<file path="src/design/jlp_pkg.sv">
// ----------------------------------------------------------------------------
// jlp_pkg
// Shared types and constants for the JSON line prefilter.
// ----------------------------------------------------------------------------
package jlp_pkg;

  // Configuration port geometry: one 32-bit register, word aligned.
  localparam int unsigned DATA_W = 32;
  localparam int unsigned ADDR_W = 3;

  // Register word index of the nesting limit.
  localparam logic [ADDR_W-3:0] REG_MAX_DEPTH = '0;

  // Nesting limit after reset.
  localparam logic [7:0] MAX_DEPTH_RESET = 8'd64;

  // Verdict codes given once per line.
  typedef enum logic [2:0] {
    VERDICT_OK       = 3'd0,
    VERDICT_EMPTY    = 3'd1,
    VERDICT_BOM      = 3'd2,
    VERDICT_BAD_UTF8 = 3'd3,
    VERDICT_TOO_DEEP = 3'd4
  } verdict_e;

  // Per-item control from the top level to the checking units.
  typedef struct packed {
    logic step;   // a present byte is being processed
    logic clear;  // the line ends with this item
  } step_ctl_t;

  // Byte order mark, expected byte for each of the first three positions.
  function automatic logic [7:0] bom_byte(input logic [1:0] pos);
    logic [7:0] val;
    case (pos)
      2'd0:    val = 8'hEF;
      2'd1:    val = 8'hBB;
      2'd2:    val = 8'hBF;
      default: val = 8'h00;
    endcase
    return val;
  endfunction

endpackage

</file>
<file path="src/design/json_line_prefilter.sv">
// ----------------------------------------------------------------------------
// json_line_prefilter
// Screens request lines for emptiness, a byte order mark, bad UTF-8 and
// excessive JSON nesting, giving one verdict per line.
// ----------------------------------------------------------------------------
// The block takes one byte item per clock cycle while in_stall_o is low.
// Each accepted item is held in an input register until it can move on,
// then the UTF-8 decoder, the bracket counter and the byte order mark match
// update in a single pass, and when the line's last item leaves the input
// register the verdict is loaded into the result register, which drives the
// output. Input stall rises only while a verdict waits in the result register
// under output stall and the next line end is already held in the input
// register. The nesting limit is written through the APB port at address 0;
// the user must do so only while no line is open, the block does not enforce it.
module json_line_prefilter (
  input  logic                        clk_i,
  input  logic                        rst_ni,
  // Configuration port
  input  logic                        psel,
  input  logic                        penable,
  input  logic                        pwrite,
  input  logic [jlp_pkg::ADDR_W-1:0]  paddr,
  input  logic [jlp_pkg::DATA_W-1:0]  pwdata,
  output logic [jlp_pkg::DATA_W-1:0]  prdata,
  output logic                        pready,
  // Byte items in
  input  logic                        in_valid_i,
  output logic                        in_stall_o,
  input  logic [7:0]                  data_byte_i,
  input  logic                        byte_present_i,
  input  logic                        end_of_line_i,
  // Verdict items out
  output logic                        out_valid_o,
  input  logic                        out_stall_i,
  output logic [2:0]                  verdict_o
);
  import jlp_pkg::*;

  logic       cfg_wr;
  logic [7:0] max_depth_q;
  logic       reg_sel;

  logic       in_valid_q;
  logic [7:0] byte_q;
  logic       present_q;
  logic       eol_q;
  logic       advance;

  step_ctl_t  ctl;
  logic       utf8_bad;
  logic       too_deep;

  logic [1:0] pos_q, pos_d;
  logic       bom_q, bom_d;
  logic       nonempty_q, nonempty_d;
  verdict_e   verdict;

  logic       out_valid_q;
  verdict_e   verdict_q;

  // Configuration register.
  assign reg_sel = (paddr[ADDR_W-1:2] == REG_MAX_DEPTH);
  assign cfg_wr  = psel && penable && pwrite && reg_sel;
  assign pready  = 1'b1;
  assign prdata  = reg_sel ? {{(DATA_W-8){1'b0}}, max_depth_q} : '0;

  always_ff @(posedge clk_i or negedge rst_ni) begin
    if (!rst_ni) begin
      max_depth_q <= MAX_DEPTH_RESET;
    end else if (cfg_wr) begin
      max_depth_q <= pwdata[7:0];
    end
  end

  // The held item moves on unless it ends a line while a verdict waits under output stall.
  assign advance    = in_valid_q && (!eol_q || !out_valid_q || !out_stall_i);
  assign in_stall_o = in_valid_q && !advance;

  // Input register.
  always_ff @(posedge clk_i or negedge rst_ni) begin
    if (!rst_ni) begin
      in_valid_q <= 1'b0;
    end else if (!in_stall_o) begin
      in_valid_q <= in_valid_i;
    end
  end

  always_ff @(posedge clk_i) begin
    if (in_valid_i && !in_stall_o) begin
      byte_q    <= data_byte_i;
      present_q <= byte_present_i;
      eol_q     <= end_of_line_i;
    end
  end

  assign ctl.step  = advance && present_q;
  assign ctl.clear = advance && eol_q;

  // Checking units.
  jlp_utf8 u_utf8 (
    .clk_i  (clk_i),
    .rst_ni (rst_ni),
    .ctl_i  (ctl),
    .byte_i (byte_q),
    .bad_o  (utf8_bad)
  );

  jlp_depth u_depth (
    .clk_i       (clk_i),
    .rst_ni      (rst_ni),
    .ctl_i       (ctl),
    .byte_i      (byte_q),
    .max_depth_i (max_depth_q),
    .too_deep_o  (too_deep)
  );

  // Byte order mark match over the first three bytes, and line presence.
  always_comb begin
    pos_d      = pos_q;
    bom_d      = bom_q;
    nonempty_d = nonempty_q;
    if (ctl.step) begin
      nonempty_d = 1'b1;
      if (pos_q != 2'd3) begin
        if (byte_q != bom_byte(pos_q)) begin
          bom_d = 1'b0;
        end
        pos_d = pos_q + 2'd1;
      end
    end
  end

  always_ff @(posedge clk_i or negedge rst_ni) begin
    if (!rst_ni) begin
      pos_q      <= 2'd0;
      bom_q      <= 1'b1;
      nonempty_q <= 1'b0;
    end else if (ctl.clear) begin
      pos_q      <= 2'd0;
      bom_q      <= 1'b1;
      nonempty_q <= 1'b0;
    end else begin
      pos_q      <= pos_d;
      bom_q      <= bom_d;
      nonempty_q <= nonempty_d;
    end
  end

  // Verdict in priority order.
  always_comb begin
    if (!nonempty_d) begin
      verdict = VERDICT_EMPTY;
    end else if ((pos_d == 2'd3) && bom_d) begin
      verdict = VERDICT_BOM;
    end else if (utf8_bad) begin
      verdict = VERDICT_BAD_UTF8;
    end else if (too_deep) begin
      verdict = VERDICT_TOO_DEEP;
    end else begin
      verdict = VERDICT_OK;
    end
  end

  // Result register.
  always_ff @(posedge clk_i or negedge rst_ni) begin
    if (!rst_ni) begin
      out_valid_q <= 1'b0;
    end else if (ctl.clear) begin
      out_valid_q <= 1'b1;
    end else if (!out_stall_i) begin
      out_valid_q <= 1'b0;
    end
  end

  always_ff @(posedge clk_i) begin
    if (ctl.clear) begin
      verdict_q <= verdict;
    end
  end

  assign out_valid_o = out_valid_q;
  assign verdict_o   = verdict_q;

endmodule

</file>
<file path="src/design/jlp_utf8.sv">
// ----------------------------------------------------------------------------
// jlp_utf8
// Strict UTF-8 checker: decodes multi-byte sequences and flags bad forms.
// ----------------------------------------------------------------------------
module jlp_utf8 (
  input  logic               clk_i,
  input  logic               rst_ni,
  input  jlp_pkg::step_ctl_t ctl_i,
  input  logic [7:0]         byte_i,
  output logic               bad_o
);
  import jlp_pkg::*;

  // Least code point class of the sequence being assembled.
  typedef enum logic [1:0] {
    CLS_NONE = 2'd0,
    CLS_TWO  = 2'd1,
    CLS_THREE = 2'd2,
    CLS_FOUR = 2'd3
  } cp_class_e;

  logic [1:0]  cont_q, cont_d;
  logic [20:0] acc_q, acc_d;
  cp_class_e   cls_q, cls_d;
  logic        bad_q, bad_d;
  logic [20:0] least;

  // Smallest legal code point for the current sequence length.
  always_comb begin
    case (cls_q)
      CLS_TWO:   least = 21'h00080;
      CLS_THREE: least = 21'h00800;
      default:   least = 21'h10000;
    endcase
  end

  // Next decoder state for one byte.
  always_comb begin
    cont_d = cont_q;
    acc_d  = acc_q;
    cls_d  = cls_q;
    bad_d  = bad_q;
    if (ctl_i.step && !bad_q) begin
      if (cont_q == 2'd0) begin
        if (byte_i[7] == 1'b0) begin
          // Plain ASCII leaves the decoder untouched.
        end else if (byte_i[7:5] == 3'b110) begin
          cont_d = 2'd1;
          acc_d  = {16'd0, byte_i[4:0]};
          cls_d  = CLS_TWO;
        end else if (byte_i[7:4] == 4'b1110) begin
          cont_d = 2'd2;
          acc_d  = {17'd0, byte_i[3:0]};
          cls_d  = CLS_THREE;
        end else if (byte_i[7:3] == 5'b11110) begin
          cont_d = 2'd3;
          acc_d  = {18'd0, byte_i[2:0]};
          cls_d  = CLS_FOUR;
        end else begin
          bad_d = 1'b1;
        end
      end else if (byte_i[7:6] != 2'b10) begin
        bad_d  = 1'b1;
        cont_d = 2'd0;
      end else begin
        acc_d  = {acc_q[14:0], byte_i[5:0]};
        cont_d = cont_q - 2'd1;
        // Last continuation: reject overlong forms, surrogates and
        // code points past the Unicode range.
        if (cont_d == 2'd0) begin
          if ((acc_d < least) || (acc_d > 21'h10FFFF) ||
              ((acc_d >= 21'h00D800) && (acc_d <= 21'h00DFFF))) begin
            bad_d = 1'b1;
          end
        end
      end
    end
  end

  // A cut-off sequence at the end of the line also counts as bad.
  assign bad_o = bad_d || (cont_d != 2'd0);

  // Decoder state; cleared when the line ends.
  always_ff @(posedge clk_i or negedge rst_ni) begin
    if (!rst_ni) begin
      cont_q <= 2'd0;
      acc_q  <= '0;
      cls_q  <= CLS_NONE;
      bad_q  <= 1'b0;
    end else if (ctl_i.clear) begin
      cont_q <= 2'd0;
      acc_q  <= '0;
      cls_q  <= CLS_NONE;
      bad_q  <= 1'b0;
    end else begin
      cont_q <= cont_d;
      acc_q  <= acc_d;
      cls_q  <= cls_d;
      bad_q  <= bad_d;
    end
  end

endmodule

</file>
<file path="src/design/jlp_depth.sv">
// ----------------------------------------------------------------------------
// jlp_depth
// JSON nesting tracker: counts brackets outside strings against a limit.
// ----------------------------------------------------------------------------
module jlp_depth (
  input  logic               clk_i,
  input  logic               rst_ni,
  input  jlp_pkg::step_ctl_t ctl_i,
  input  logic [7:0]         byte_i,
  input  logic [7:0]         max_depth_i,
  output logic               too_deep_o
);
  import jlp_pkg::*;

  localparam logic [7:0] CH_QUOTE  = 8'h22;
  localparam logic [7:0] CH_BSLASH = 8'h5C;
  localparam logic [7:0] CH_LBRACE = 8'h7B;
  localparam logic [7:0] CH_RBRACE = 8'h7D;
  localparam logic [7:0] CH_LBRACK = 8'h5B;
  localparam logic [7:0] CH_RBRACK = 8'h5D;

  logic       str_q, str_d;
  logic       esc_q, esc_d;
  logic [8:0] level_q, level_d;
  logic       deep_q, deep_d;
  logic [8:0] limit;

  assign limit = {1'b0, max_depth_i};

  // Next string and nesting state for one byte.
  always_comb begin
    str_d   = str_q;
    esc_d   = esc_q;
    level_d = level_q;
    deep_d  = deep_q;
    if (ctl_i.step) begin
      if (str_q) begin
        if (esc_q) begin
          esc_d = 1'b0;
        end else if (byte_i == CH_BSLASH) begin
          esc_d = 1'b1;
        end else if (byte_i == CH_QUOTE) begin
          str_d = 1'b0;
        end
      end else if (byte_i == CH_QUOTE) begin
        str_d = 1'b1;
      end else if ((byte_i == CH_LBRACE) || (byte_i == CH_LBRACK)) begin
        // The level stops one past the limit.
        if (level_q <= limit) begin
          level_d = level_q + 9'd1;
        end
        if (level_d > limit) begin
          deep_d = 1'b1;
        end
      end else if (((byte_i == CH_RBRACE) || (byte_i == CH_RBRACK)) &&
                   (level_q != 9'd0)) begin
        level_d = level_q - 9'd1;
      end
    end
  end

  assign too_deep_o = deep_d;

  // Tracker state; cleared when the line ends.
  always_ff @(posedge clk_i or negedge rst_ni) begin
    if (!rst_ni) begin
      str_q   <= 1'b0;
      esc_q   <= 1'b0;
      level_q <= '0;
      deep_q  <= 1'b0;
    end else if (ctl_i.clear) begin
      str_q   <= 1'b0;
      esc_q   <= 1'b0;
      level_q <= '0;
      deep_q  <= 1'b0;
    end else begin
      str_q   <= str_d;
      esc_q   <= esc_d;
      level_q <= level_d;
      deep_q  <= deep_d;
    end
  end

endmodule

</file>
<file path="config.mk">
export PLATFORM = sky130hd
export DESIGN_NAME = json_line_prefilter
export DESIGN_NICKNAME = d
export VERILOG_FILES = /design/src/design/jlp_pkg.sv /design/src/design/json_line_prefilter.sv /design/src/design/jlp_utf8.sv /design/src/design/jlp_depth.sv
export SDC_FILE = /design/constraint.sdc
export NUM_CORES = 1
export LEC_CHECK = 0
export BUFFER_PORTS_ARGS = -buffer_cell sky130_fd_sc_hd__buf_2
export CORE_UTILIZATION = 59
export DETAILED_ROUTE_END_ITERATION = 7
export PLACE_DENSITY = 0.91
export SETUP_SLACK_MARGIN = 0.05
export SLEW_MARGIN = 20
export SYNTH_ARGS = -nofsm -noshare
export SYNTH_HDL_FRONTEND = slang
export SYNTH_SLANG_ARGS = --single-unit
</file>
<file path="constraint.sdc">
create_clock -name clk_i -period 5.7 [get_ports clk_i]
set_input_delay 0.855 -clock clk_i [delete_from_list [all_inputs] [get_ports clk_i]]
set_output_delay 0.855 -clock clk_i [all_outputs]
set_load 0.1 [all_outputs]
</file>
==> results of run 1 <==
## metal layers
metal / vias up / routed length [um] / share of wire [%]
met4: 0 / 180 / 2.0
met1: 1644 / 3805 / 42
met3: 16 / 625 / 7.0
li1: 1548 / - / -
met2: 172 / 4359 / 49
met5: - / 0 / 0
## cells in the final DEF (no fill, tap or decap), types with 4 or more instances in the layout
cell type	netlist	routed
sky130_fd_sc_hd__nand3_1	26	26
sky130_fd_sc_hd__and2_1	7	7
sky130_fd_sc_hd__buf_2	6	37
sky130_fd_sc_hd__a21oi_1	16	16
sky130_fd_sc_hd__a21o_1	4	4
sky130_fd_sc_hd__xnor2_1	9	9
sky130_fd_sc_hd__dfrtp_1	44	44
sky130_fd_sc_hd__nand4_1	9	9
sky130_fd_sc_hd__nor2_1	34	34
sky130_fd_sc_hd__nor3_1	9	9
sky130_fd_sc_hd__ha_1	28	28
sky130_fd_sc_hd__inv_1	23	23
sky130_fd_sc_hd__clkbuf_8	0	10
sky130_fd_sc_hd__nand2_1	44	44
sky130_fd_sc_hd__nor4_1	5	5
sky130_fd_sc_hd__or3_1	4	4
sky130_fd_sc_hd__conb_1	2	25
sky130_fd_sc_hd__mux2_2	8	8
sky130_fd_sc_hd__edfxtp_1	13	13
sky130_fd_sc_hd__and3_1	6	6
sky130_fd_sc_hd__o21ai_0	18	18
sky130_fd_sc_hd__a211oi_1	4	4
## final timing paths
path | to | cells after the start | from | slack, ps
min in group asynchronous | pos_q[0]$_DFF_PN0_ | 1 | rst_ni | 520
worst max register to register | verdict_o[2]$_SDFFCE_PP0P_ | 14 | max_depth_q[6]$_DFFE_PN1P_ | 1260
worst min-delay path | bom_q$_DFF_PN1_ | 2 | bom_q$_DFF_PN1_ | 490
max in group asynchronous | u_utf8.acc_q[0]$_DFFE_PN0P_ | 1 | rst_ni | 4780
worst min register to register | bom_q$_DFF_PN1_ | 2 | bom_q$_DFF_PN1_ | 490
worst max-delay path | verdict_o[2]$_SDFFCE_PP0P_ | 14 | max_depth_q[6]$_DFFE_PN1P_ | 1260
## metrics by stage
step           hold WS, ps  power (uW)  util, %
6_report             487.8        1309    66.59
3_3_place_gp         460.9       908.8    63.52
3_5_place_dp         481.0       925.1    63.52
2_1_floorplan        445.1       859.1        -
4_1_cts              490.9        1307    66.56
5_1_grt              510.6        1364    66.59
## flip-flops by register name, indices dropped and copies added (netlist names), 2 cells and up
register / count
u_utf8.acc_q: 15
pos_q: 2
u_utf8.cont_q: 2
u_depth.level_q: 9
byte_q: 8
max_depth_q: 8
verdict_o: 3
u_utf8.cls_q: 2
## power groups by stage
stage | Clock (uW) | Sequential [uW] | Combinational, uW
after global placement | 0 | 520 | 389
final | 379 | 518 | 412
after CTS | 382 | 516 | 409
after global routing | 399 | 522 | 443
after detailed placement | 0 | 523 | 402
after floorplan | 0 | 529 | 331
## cells by family after synthesis
kind of cell,after synthesis,share of synthesized area [%]
AOI/OAI and AO/OA,77,14.46
xor gates and xnor gates,12,2.669
adders and majority gates,28,8.897
buffers and inverters,63,8.738
DFF,59,39.21
muxes,11,3.051
other,2,0.1907
and+or+nand+nor,172,22.78
## layout make-up
type / count / area share, %
multi-input combinational: 325 / 50.22
inverter: 24 / 2.118
timing repair buffer: 38 / 4.531
clock inverter: 5 / 1.236
tap: 77 / 2.265
clock buffer: 11 / 3.325
sequential: 59 / 36.30
## cells in the mapped netlist (3+ instances only)
| master | count | share of area (%) |
|---|---|---|
| sky130_fd_sc_hd__a21boi_0 | 3 | 0.57 |
| sky130_fd_sc_hd__o21ai_0 | 18 | 2.3 |
| sky130_fd_sc_hd__and2_1 | 7 | 1.1 |
| sky130_fd_sc_hd__nor2_1 | 34 | 3.2 |
| sky130_fd_sc_hd__mux2i_1 | 3 | 0.76 |
| sky130_fd_sc_hd__nand4b_1 | 3 | 0.67 |
| sky130_fd_sc_hd__mux2_2 | 8 | 2.3 |
| sky130_fd_sc_hd__o31ai_1 | 3 | 0.57 |
| sky130_fd_sc_hd__nand4_1 | 9 | 1.4 |
| sky130_fd_sc_hd__or4_1 | 3 | 0.57 |
| sky130_fd_sc_hd__or3b_1 | 3 | 0.67 |
| sky130_fd_sc_hd__inv_1 | 23 | 2.2 |
| sky130_fd_sc_hd__nand2_1 | 44 | 4.2 |
| sky130_fd_sc_hd__ha_1 | 28 | 8.9 |
| sky130_fd_sc_hd__buf_2 | 6 | 0.76 |
| sky130_fd_sc_hd__nor2b_1 | 3 | 0.48 |
| sky130_fd_sc_hd__dfrtp_1 | 44 | 28 |
| sky130_fd_sc_hd__a2111oi_0 | 3 | 0.67 |
| sky130_fd_sc_hd__a211oi_1 | 4 | 0.76 |
| sky130_fd_sc_hd__clkbuf_1 | 5 | 0.48 |
| sky130_fd_sc_hd__xor2_1 | 3 | 0.67 |
| sky130_fd_sc_hd__buf_4 | 26 | 5.0 |
| sky130_fd_sc_hd__nand3_1 | 26 | 3.3 |
| sky130_fd_sc_hd__or3_1 | 4 | 0.64 |
| sky130_fd_sc_hd__xnor2_1 | 9 | 2.0 |
| sky130_fd_sc_hd__nand3b_1 | 3 | 0.57 |
| sky130_fd_sc_hd__a21oi_1 | 16 | 2.0 |
| sky130_fd_sc_hd__and3_1 | 6 | 0.95 |
| sky130_fd_sc_hd__nor3_1 | 9 | 1.1 |
| sky130_fd_sc_hd__edfxtp_1 | 13 | 9.9 |
| sky130_fd_sc_hd__nor4_1 | 5 | 0.79 |
| sky130_fd_sc_hd__a21o_1 | 4 | 0.76 |
## worst min-delay path: stages (launching register included)
cell and delay [ps]:
sky130_fd_sc_hd__dfstp_2 370, sky130_fd_sc_hd__o31ai_1 60, sky130_fd_sc_hd__nand2_1 60
==> results.rst, run 1 <==
.. list-table::
   :header-rows: 1

   * - Metric
     - Value
   * - Outcome
     - finished clean
   * - Count of antenna-violating nets left after detailed routing
     - 0
   * - Share of the yosys chip area belonging to registers
     - between 30% and 40%
   * - Final weighted congestion in routability-driven placement
     - 0.9069
   * - Initial antenna violation count
     - 0
   * - Global-route usage over all layers
     - 27.25%
   * - Number of hold buffers added after cts
     - 0
   * - Setup crit start kind
     - flop
   * - Share of async-settable or async-resettable flops after synthesis
     - 77.97%
   * - CP Cell Sequence
     - inv_1 > ha_1 > a21o_1 > a211o_1 > o211ai_2 > nand4_1 > xnor2_1 > ha_1 > nand2_1 > nor2_1 > a2111oi_0 > o21ai_0 > a2111o_1 > and3_1
   * - Clock transition at the register clock pins on the worst setup and hold paths after CTS
     - 70 ps
   * - Clock share of power
     - just under 30%
   * - Yosys cell types
     - 69
   * - Count of clock tree sinks
     - just under 60
   * - Max_cap viols
     - 0
   * - DR DRC count
     - 0
   * - Total Nets Final
     - approximately 540
   * - Wire length reported by the detailed router
     - 8971 um
   * - Cell internal power dissipation
     - 798.7 uW
   * - Element type at the critical path end
     - flop
   * - CP delay by family, top
     - compound AO/OA/AOI/OAI gates
   * - Later-pin clock latency in the skew report
     - 340 ps
   * - Maximum number of pins on one net before global-route repair
     - 47
   * - TritonCTS Buffers
     - 9
   * - Wire length of the first global-routing pass
     - 14970 um
   * - Leakage power total
     - 0.002038 uW
   * - Std-Cell Rows
     - 29
   * - Tightest slew margin relative to the limit
     - approximately 44%
   * - Kind of critical path
     - reg -> reg
   * - Mapped Avg Cell Area
     - 9.287 sq um
   * - Met2 track demand over resource
     - between 40 and 50%
   * - Final instance count without filler cells
     - 539
   * - Worst hold path type
     - reg -> reg
   * - # H-tree levels
     - 3
   * - Cell area after synthesis
     - 0.003938 sq mm
   * - Final period util
     - roughly 80%
   * - Area occupied by multi-input gates
     - ~0.0021 sq mm
   * - Sum Neg Setup Slack
     - 0 ps
   * - Antenna diode count
     - 0
   * - Post-cts sizing count
     - 0
   * - CTS tree
     - built
   * - Floorplan core area
     - 0.006386 sq mm
   * - Largest fanout on the critical path
     - 18
   * - Total gr overflow
     - 0
   * - Vias per inst
     - 6.271
   * - Routed len/inst
     - 16.64 um
   * - Max Clock Freq
     - 225.4 MHz
   * - Vias
     - ~3400
   * - Slowest cell on crit path
     - sky130_fd_sc_hd__o211ai_2
   * - Number of fill cells in the layout
     - 484
   * - Arrival time reported for the critical path endpoint
     - 4540 ps
   * - Worst clock skew
     - 5.304 ps
   * - Part of the power in registers
     - approximately 40%
   * - Most heavily used metal layer in global routing
     - met2
   * - Clock tree root buffer cell
     - sky130_fd_sc_hd__clkbuf_8
   * - Buffers & Inverters on Critical Path
     - 1
   * - Initial cell density of the core
     - slightly above 60%
   * - Area enclosed by the die boundary
     - 0.007005 sq mm
   * - Most common flop cell mapped by yosys
     - sky130_fd_sc_hd__dfrtp_1
   * - YS warnings
     - 0
   * - Post-DP Area
     - 0.004056 sq mm
   * - Layout Cell Area excl Fill
     - 0.004253 sq mm
   * - Power density over cell area
     - between 300 and 400 mW/mm^2
   * - Minimum setup slack after placement
     - approximately 1500 ps
   * - Max Transition Viols Final
     - 0
   * - CP peak stage delay
     - ~630 ps
   * - Number of synthesized flops with an enable pin
     - 13
   * - Largest voltage drop on the vdd net
     - approximately 0.23 mV
   * - Switching Fraction
     - 39.00%
   * - GR Util met3
     - a little over 6%
   * - Net switching power
     - 510.6 uW
   * - Endpoints failing setup
     - 0
   * - Total of flip-flops plus latches after synthesis
     - 59
   * - Final worst path period need
     - 4437 ps
   * - Actual slew at the worst max-slew pin
     - 828.1 ps
   * - Number of design-rule violations left by the first detailed-router iteration
     - 379
   * - Via count of the first global-routing pass
     - 3269
   * - Combinational Power Share
     - 31.5%
   * - Buffer depth of the longest clock path
     - 2
   * - Number of post-CTS setup repair buffers
     - 0
   * - Area used by sequential logic in the layout
     - 0.001544 sq mm
   * - Ratio of cells with drive above 1 in the final layout
     - 16.02%
   * - Cells after synthesis
     - ~420
   * - Most common cell on crit path
     - sky130_fd_sc_hd__ha_1
   * - Unrepaired setup endpoints after global routing
     - no
   * - Data required time at the worst endpoint
     - about 5800 ps
   * - IO Count
     - 90
   * - Detailed placement HPWL
     - roughly 6300 um
   * - Final hold vios
     - 0
   * - Signed area change from the synthesized netlist to the final layout
     - 8.008%
   * - DR pass1 iterations
     - 5
   * - GRT met1 Usage
     - 34.66%
   * - Minimum setup slack in the final design
     - approximately 1300 ps
   * - DIE WIDTH
     - about 84 um
   * - IO buf count
     - 38
   * - Die outline height
     - 83.70 um
   * - Placed Cells
     - 523
Power figures use the tool's default switching activity.
==> run 2: changes to the inputs <==
--- a/config.mk
+++ b/config.mk
@@ -6,9 +6,9 @@
 export NUM_CORES = 1
 export LEC_CHECK = 0
 export BUFFER_PORTS_ARGS = -buffer_cell sky130_fd_sc_hd__buf_2
-export CORE_UTILIZATION = 59
+export CORE_UTILIZATION = 49
 export DETAILED_ROUTE_END_ITERATION = 7
-export PLACE_DENSITY = 0.91
+export PLACE_DENSITY = 0.81
 export SETUP_SLACK_MARGIN = 0.05
 export SLEW_MARGIN = 20
 export SYNTH_ARGS = -nofsm -noshare
==> constraint.sdc (replaced) <==
create_clock -name clk_i -period 3.6 [get_ports clk_i]
set_input_delay 0.54 -clock clk_i [delete_from_list [all_inputs] [get_ports clk_i]]
set_output_delay 0.54 -clock clk_i [all_outputs]
set_load 0.1 [all_outputs]
==> results.rst, run 2 (same netlist as run 1, synthesis figures left out) <==
.. list-table::
   :header-rows: 1

   * - Metric
     - Value
   * - Antenna diode count
     - 0
   * - CTS tree
     - built
   * - Sum Neg Setup Slack
     - -12.15 ps
   * - Vias per inst
     - 5.738
   * - Tightest slew margin relative to the limit
     - 54.20%
   * - Via count of the first global-routing pass
     - 3133
   * - Power density over cell area
     - between 400 and 500 mW/mm^2
   * - Endpoints failing setup
     - 1
   * - Max Transition Viols Final
     - 0
   * - Wire length of the first global-routing pass
     - approximately 15000 um
   * - Top register by number of flip-flops
     - u_utf8.acc_q
   * - Number of flip-flops in the largest register
     - 15
   * - Max Clock Freq
     - 276.8 MHz
   * - # H-tree levels
     - 3
   * - Worst clock skew
     - 11.74 ps
   * - Max_cap viols
     - 0
   * - Vias
     - 3374
   * - Data required time at the worst endpoint
     - 3700 ps
   * - Final weighted congestion in routability-driven placement
     - 0.8460
   * - Area occupied by multi-input gates
     - 0.002215 sq mm
   * - Later-pin clock latency in the skew report
     - ~340 ps
   * - Wire length reported by the detailed router
     - between 9000 and 10000 um
   * - Hold Worst Slack
     - a little over 200 ps
   * - DR pass1 iterations
     - 6
   * - DR DRC count
     - 0
   * - Actual slew at the worst max-slew pin
     - 684.5 ps
   * - Clock tree root buffer cell
     - sky130_fd_sc_hd__clkbuf_8
   * - Final hold vios
     - 0
   * - Count of antenna-violating nets left after detailed routing
     - 0
   * - Routed len/inst
     - 15.36 um
   * - Post-DP Area
     - 0.004224 sq mm
   * - Area used by sequential logic in the layout
     - 0.001544 sq mm
   * - Leakage power total
     - roughly 0.0022 uW
   * - Setup crit start kind
     - flop
   * - Die outline height
     - about 92 um
   * - Unrepaired setup endpoints after global routing
     - yes
   * - Total Nets Final
     - 561
   * - Layout Cell Area excl Fill
     - 0.004552 sq mm
   * - Top flop regs
     - u_utf8.acc_q: 15 flops, u_depth.level_q: 9 flops
   * - Worst hold path type
     - in -> async
   * - Global-route usage over all layers
     - 22.57%
   * - Total gr overflow
     - 0
   * - DIE WIDTH
     - 91.64 um
   * - Floorplan core area
     - 0.007767 sq mm
   * - Arrival time reported for the critical path endpoint
     - roughly 3700 ps
   * - Final period util
     - 100.3%
   * - Number of design-rule violations left by the first detailed-router iteration
     - 242
   * - PnR Total Power
     - between 2000 and 2500 uW
   * - TritonCTS Buffers
     - 9
   * - Kind of critical path
     - reg -> reg
   * - Ratio of cells with drive above 1 in the final layout
     - 22.63%
   * - Element type at the critical path end
     - flop
   * - Violations in the final reports
     - negative setup slack
   * - Minimum setup slack in the final design
     - -12.15 ps
   * - Maximum number of pins on one net before global-route repair
     - 47
   * - Initial antenna violation count
     - 0
   * - Outcome
     - finished with violations
   * - Detailed placement HPWL
     - 6323 um
   * - Area enclosed by the die boundary
     - 0.008398 sq mm
   * - Number of fill cells in the layout
     - around 660
   * - Most used cells in the layout excluding fill and tap cells
     - sky130_fd_sc_hd__nand2_1, sky130_fd_sc_hd__dfrtp_1, sky130_fd_sc_hd__buf_2
   * - Final worst path period need
     - 3612 ps
   * - Std-Cell Rows
     - 32
   * - Largest voltage drop on the vdd net
     - approximately 0.28 mV
   * - Count of clock tree sinks
     - between 50 and 60
   * - Buffer depth of the longest clock path
     - 2
   * - Largest fanout on the critical path
     - 5
   * - IO Count
     - 90
   * - IO buf count
     - 38
   * - Initial cell density of the core
     - 50.69%
   * - Clock transition at the register clock pins on the worst setup and hold paths after CTS
     - 80 ps
   * - Signed area change from the synthesized netlist to the final layout
     - 15.60%
run 2: cell count changes in the layout (fill, tap and decap cells not counted), sizes merged:
cell and change:
buf +24, bufinv -1, clkbuf -1, clkinv -1
clkinvlp +1, inv +2
run 2: area by class of cell:
cell class,instances,share of cell area (%)
Multi-Input combinational cell,325,48.65
Sequential cell,59,33.92
Timing Repair Buffer,62,8.356
Clock buffer,10,3.271
Tap cell,102,2.804
Inverter,24,1.979
Clock inverter,6,1.017
run 2: per-stage QoR:
stage | cells | utilization [%] | worst slack [ps]
2_1_floorplan | 447 | - | 51.48
3_3_place_gp | 565 | 54.38 | 17.43
3_5_place_dp | 565 | 54.38 | -43.25
4_1_cts | 583 | 57.46 | -21.40
5_1_grt | 588 | 58.60 | -126.9
6_report | 588 | 58.60 | -12.15
run 2: final timing paths:
check                                                start                           end  slack (ps)  cells after the start
min in group clk_i                          data_byte_i[4]           byte_q[4]$_DFFE_PP_         370                      1
worst max-delay path            max_depth_q[6]$_DFFE_PN1P_    verdict_o[2]$_SDFFCE_PP0P_         -10                     13
worst min register to register             bom_q$_DFF_PN1_               bom_q$_DFF_PN1_         470                      2
worst max register to register  max_depth_q[6]$_DFFE_PN1P_    verdict_o[2]$_SDFFCE_PP0P_         -10                     13
max in group asynchronous                           rst_ni    max_depth_q[7]$_DFFE_PN0P_        2970                      1
worst min-delay path                                rst_ni  u_utf8.acc_q[10]$_DFFE_PN0P_         200                      1
run 2: per-layer routing:
layer	global-route usage, %	share of wire (%)	up-vias
li1	-	-	1596
met1	30.38	44	1613
met2	36.03	49	147
met3	4.063	6.1	18
met4	9.127	1.6	0
met5	0	0	-
run 2: repair_timing:
item,in CTS,in global routing
setup endpoints to repair,1,2
hold endpoints to repair,0,0
setup buffers,2,5
pin swaps,11,6
gates resized for setup,6,9
hold buffers,0,0
run 2: critical path, stage by stage, from the launching register on:
cell	delay (ps)
sky130_fd_sc_hd__dfstp_2	530
sky130_fd_sc_hd__inv_2	50
sky130_fd_sc_hd__ha_4	230
sky130_fd_sc_hd__a21o_1	190
sky130_fd_sc_hd__a2111o_1	410
sky130_fd_sc_hd__o211ai_4	140
sky130_fd_sc_hd__nand4_1	200
sky130_fd_sc_hd__xnor2_1	180
sky130_fd_sc_hd__ha_1	320
sky130_fd_sc_hd__buf_6	140
sky130_fd_sc_hd__a2111oi_4	260
sky130_fd_sc_hd__o21ai_1	110
sky130_fd_sc_hd__a2111o_1	450
sky130_fd_sc_hd__and3_4	160
run 2: where the power goes:
group | total (uW) | internal, uW | switching, uW | leakage [uW]
combinational | 687 | 196 | 491 | 0.00134
clock | 588 | 296 | 292 | 0.0000944
sequential | 817 | 756 | 60.6 | 0.000730
total | 2090 | 1250 | 843 | 0.00217
==> run 3: changes to the inputs <==
==> constraint.sdc (replaced) <==
create_clock -name clk_i -period 3.6 [get_ports clk_i]
set_input_delay 0.36 -clock clk_i [delete_from_list [all_inputs] [get_ports clk_i]]
set_output_delay 0.36 -clock clk_i [all_outputs]
set_load 0.1 [all_outputs]
==> results.rst, run 3 (same netlist as run 1, synthesis figures left out) <==
.. list-table::
   :header-rows: 1

   * - Metric
     - Value
   * - PnR Total Power
     - 2050 uW
   * - Arrival time reported for the critical path endpoint
     - roughly 3700 ps
   * - Vias
     - 3458
   * - Antenna diode count
     - 0
   * - Routed len/inst
     - 15.98 um
   * - Worst R2R Setup Slack
     - -30 ps
   * - Final weighted congestion in routability-driven placement
     - roughly 0.85
   * - Final instance count without filler cells
     - 591
   * - Slowest cell on crit path
     - sky130_fd_sc_hd__dfstp_2
   * - Power density over cell area
     - 449.9 mW/mm^2
   * - Crit path capture
     - verdict_o[2]$_SDFFCE_PP0P_
   * - Signed area change from the synthesized netlist to the final layout
     - 15.70%
   * - CP peak stage delay
     - between 500 and 600 ps
   * - Critical path depth
     - 15
   * - Clock transition at the register clock pins on the worst setup and hold paths after CTS
     - 80 ps
   * - Number of design-rule violations left by the first detailed-router iteration
     - around 210
   * - Buffers & Inverters on Critical Path
     - 2
   * - Max Clock Freq
     - ~280 MHz
   * - Area enclosed by the die boundary
     - 0.008398 sq mm
   * - CP Cell Sequence
     - inv_2 > ha_4 > and4b_1 > or3b_4 > o211ai_4 > buf_6 > nand3_4 > xnor2_2 > ha_1 > a21oi_2 > nor2_1 > a2111oi_2 > o21ai_1 > a2111o_1 > and3_1
   * - Endpoints failing setup
     - 1
   * - Buffer depth of the longest clock path
     - 2
   * - Maximum number of pins on one net before global-route repair
     - 47
   * - CP delay by family, top
     - compound AO/OA/AOI/OAI gates
   * - DR pass1 iterations
     - 5
   * - Std-Cell Rows
     - 32
   * - Count of clock tree sinks
     - 59
   * - Worst reg2reg path depth
     - 15
   * - Count of antenna-violating nets left after detailed routing
     - 0
   * - Setup crit start kind
     - flop
   * - Kind of critical path
     - reg -> reg
   * - Placed Cells
     - 564
   * - Wire length reported by the detailed router
     - ~9400 um
   * - DR DRC count
     - 0
   * - Worst clock skew
     - 14.76 ps
   * - Later-pin clock latency in the skew report
     - about 360 ps
   * - Max Transition Viols Final
     - 0
   * - Hold Worst Slack
     - 4.846 ps
   * - Outcome
     - finished with violations
   * - Total gr overflow
     - 0
   * - Element type at the critical path end
     - flop
   * - DIE WIDTH
     - around 92 um
   * - Largest fanout on the critical path
     - 4
   * - Floorplan core area
     - 0.007767 sq mm
   * - Global-route usage over all layers
     - 23.76%
   * - IO buf count
     - 38
   * - Data required time at the worst endpoint
     - 3710 ps
   * - IO Count
     - 90
   * - Origin of the critical flop-to-flop path
     - max_depth_q[6]$_DFFE_PN1P_
   * - Vias per inst
     - 5.851
   * - Top flop regs
     - u_utf8.acc_q: 15 flops, u_depth.level_q: 9 flops
   * - Max_cap viols
     - 0
   * - TritonCTS Buffers
     - 9
   * - Initial antenna violation count
     - 0
   * - Worst hold path type
     - in -> async
   * - Ratio of cells with drive above 1 in the final layout
     - between 20% and 30%
   * - Actual slew at the worst max-slew pin
     - a little under 700 ps
   * - Violations in the final reports
     - negative setup slack
   * - Total Nets Final
     - 564
   * - Detailed placement HPWL
     - 6569 um
   * - Wire length of the first global-routing pass
     - 15770 um
   * - Final worst path period need
     - ~3600 ps
   * - CTS tree
     - built
   * - # H-tree levels
     - 3
   * - Die outline height
     - between 90 and 100 um
   * - Tightest slew margin relative to the limit
     - 54.53%
   * - Final Core Density
     - 58.65%
   * - Initial cell density of the core
     - between 50 and 60%
   * - Number of hold buffers added after cts
     - 0
   * - Via count of the first global-routing pass
     - 3333
   * - Top register by number of flip-flops
     - u_utf8.acc_q
   * - Minimum setup slack in the final design
     - -25.97 ps
   * - Unrepaired setup endpoints after global routing
     - yes
   * - Most used cells in the layout excluding fill and tap cells
     - sky130_fd_sc_hd__nand2_1, sky130_fd_sc_hd__dfrtp_1, sky130_fd_sc_hd__buf_2
   * - Largest voltage drop on the vdd net
     - 0.2890 mV
   * - Leakage power total
     - 0.002174 uW
   * - Launch point of the worst path
     - max_depth_q[6]$_DFFE_PN1P_
   * - End of the worst register-to-register path
     - verdict_o[2]$_SDFFCE_PP0P_
   * - Number of flip-flops in the largest register
     - 15
   * - Final period util
     - 100.7%
   * - Clock tree root buffer cell
     - sky130_fd_sc_hd__clkbuf_8
   * - Final hold vios
     - 0
run 3: changes by cell type in the layout (fill, tap and decap cells not counted), sizes merged:
cell | before | now
buf | 62 | 65
clkinvlp | 2 | 3
clkbuf | 10 | 9
run 3: cell type report:
| class | instances | area, sq um |
|---|---|---|
| well taps | 102 | 127.6 |
| clock inverters | 7 | 51.30 |
| fillers | 646 | 3212 |
| multi-input cells | 325 | 2216 |
| clock buffers | 9 | 123.9 |
| repair buffers | 65 | 402.9 |
| inverters | 24 | 90.09 |
| flip-flops and latches | 59 | 1544 |
run 3: how the worst min path moves through the flow:
stage	from	endpoint	slack [ps]
detailed placement	bom_q$_DFF_PN1_	bom_q$_DFF_PN1_	470
CTS	data_byte_i[2]	byte_q[2]$_DFFE_PP_	170
global placement	bom_q$_DFF_PN1_	bom_q$_DFF_PN1_	470
global route	rst_ni	u_utf8.acc_q[13]$_DFFE_PN0P_	50
finish	rst_ni	u_utf8.acc_q[13]$_DFFE_PN0P_	5
floorplan	rst_ni	in_valid_q$_DFFE_PN0N_	60
run 3: metal layers:
layer	wire, um	vias to the layer above	global-route usage (%)
met5	0	-	0
met3	605	26	4.726
met4	231	0	8.333
met1	4059	1669	30.38
met2	4546	164	40.04
li1	-	1599	-
run 3: power breakdown:
part	switching, uW	leakage, uW	internal (uW)	total [uW]
Combinational	490	0.00136	194	684
Sequential	59.8	0.000730	756	816
Clock	299	0.0000822	251	550
run 3: stage by stage:
stage	setup WS [ps]	setup TNS, ps	area, sq um
2_1_floorplan	51.48	0	4039
3_3_place_gp	31.57	0	4217
3_5_place_dp	-41.70	-41.70	4217
4_1_cts	-20.69	-20.69	4498
5_1_grt	-190.0	-252.5	4556
6_report	-25.97	-25.97	4556
run 3: repair_timing:
item                                    4_1_cts  5_1_grt
endpoints found under the hold margin         0        0
buffers inserted                             11        4
endpoints found under the setup margin        1        3
resized for setup                             5        9
pin swaps                                    11       10
run 3: worst register-to-register path: cells and delay by family, from the launching register on:
kind,cells,cell delay (ps)
AO/OA/AOI/OAI,5,1060
AND/OR/NAND/NOR,5,890
adder cells (fa/ha/maj),2,580
flip-flops,1,530
buffers and inverters,2,190
XOR/XNOR,1,150
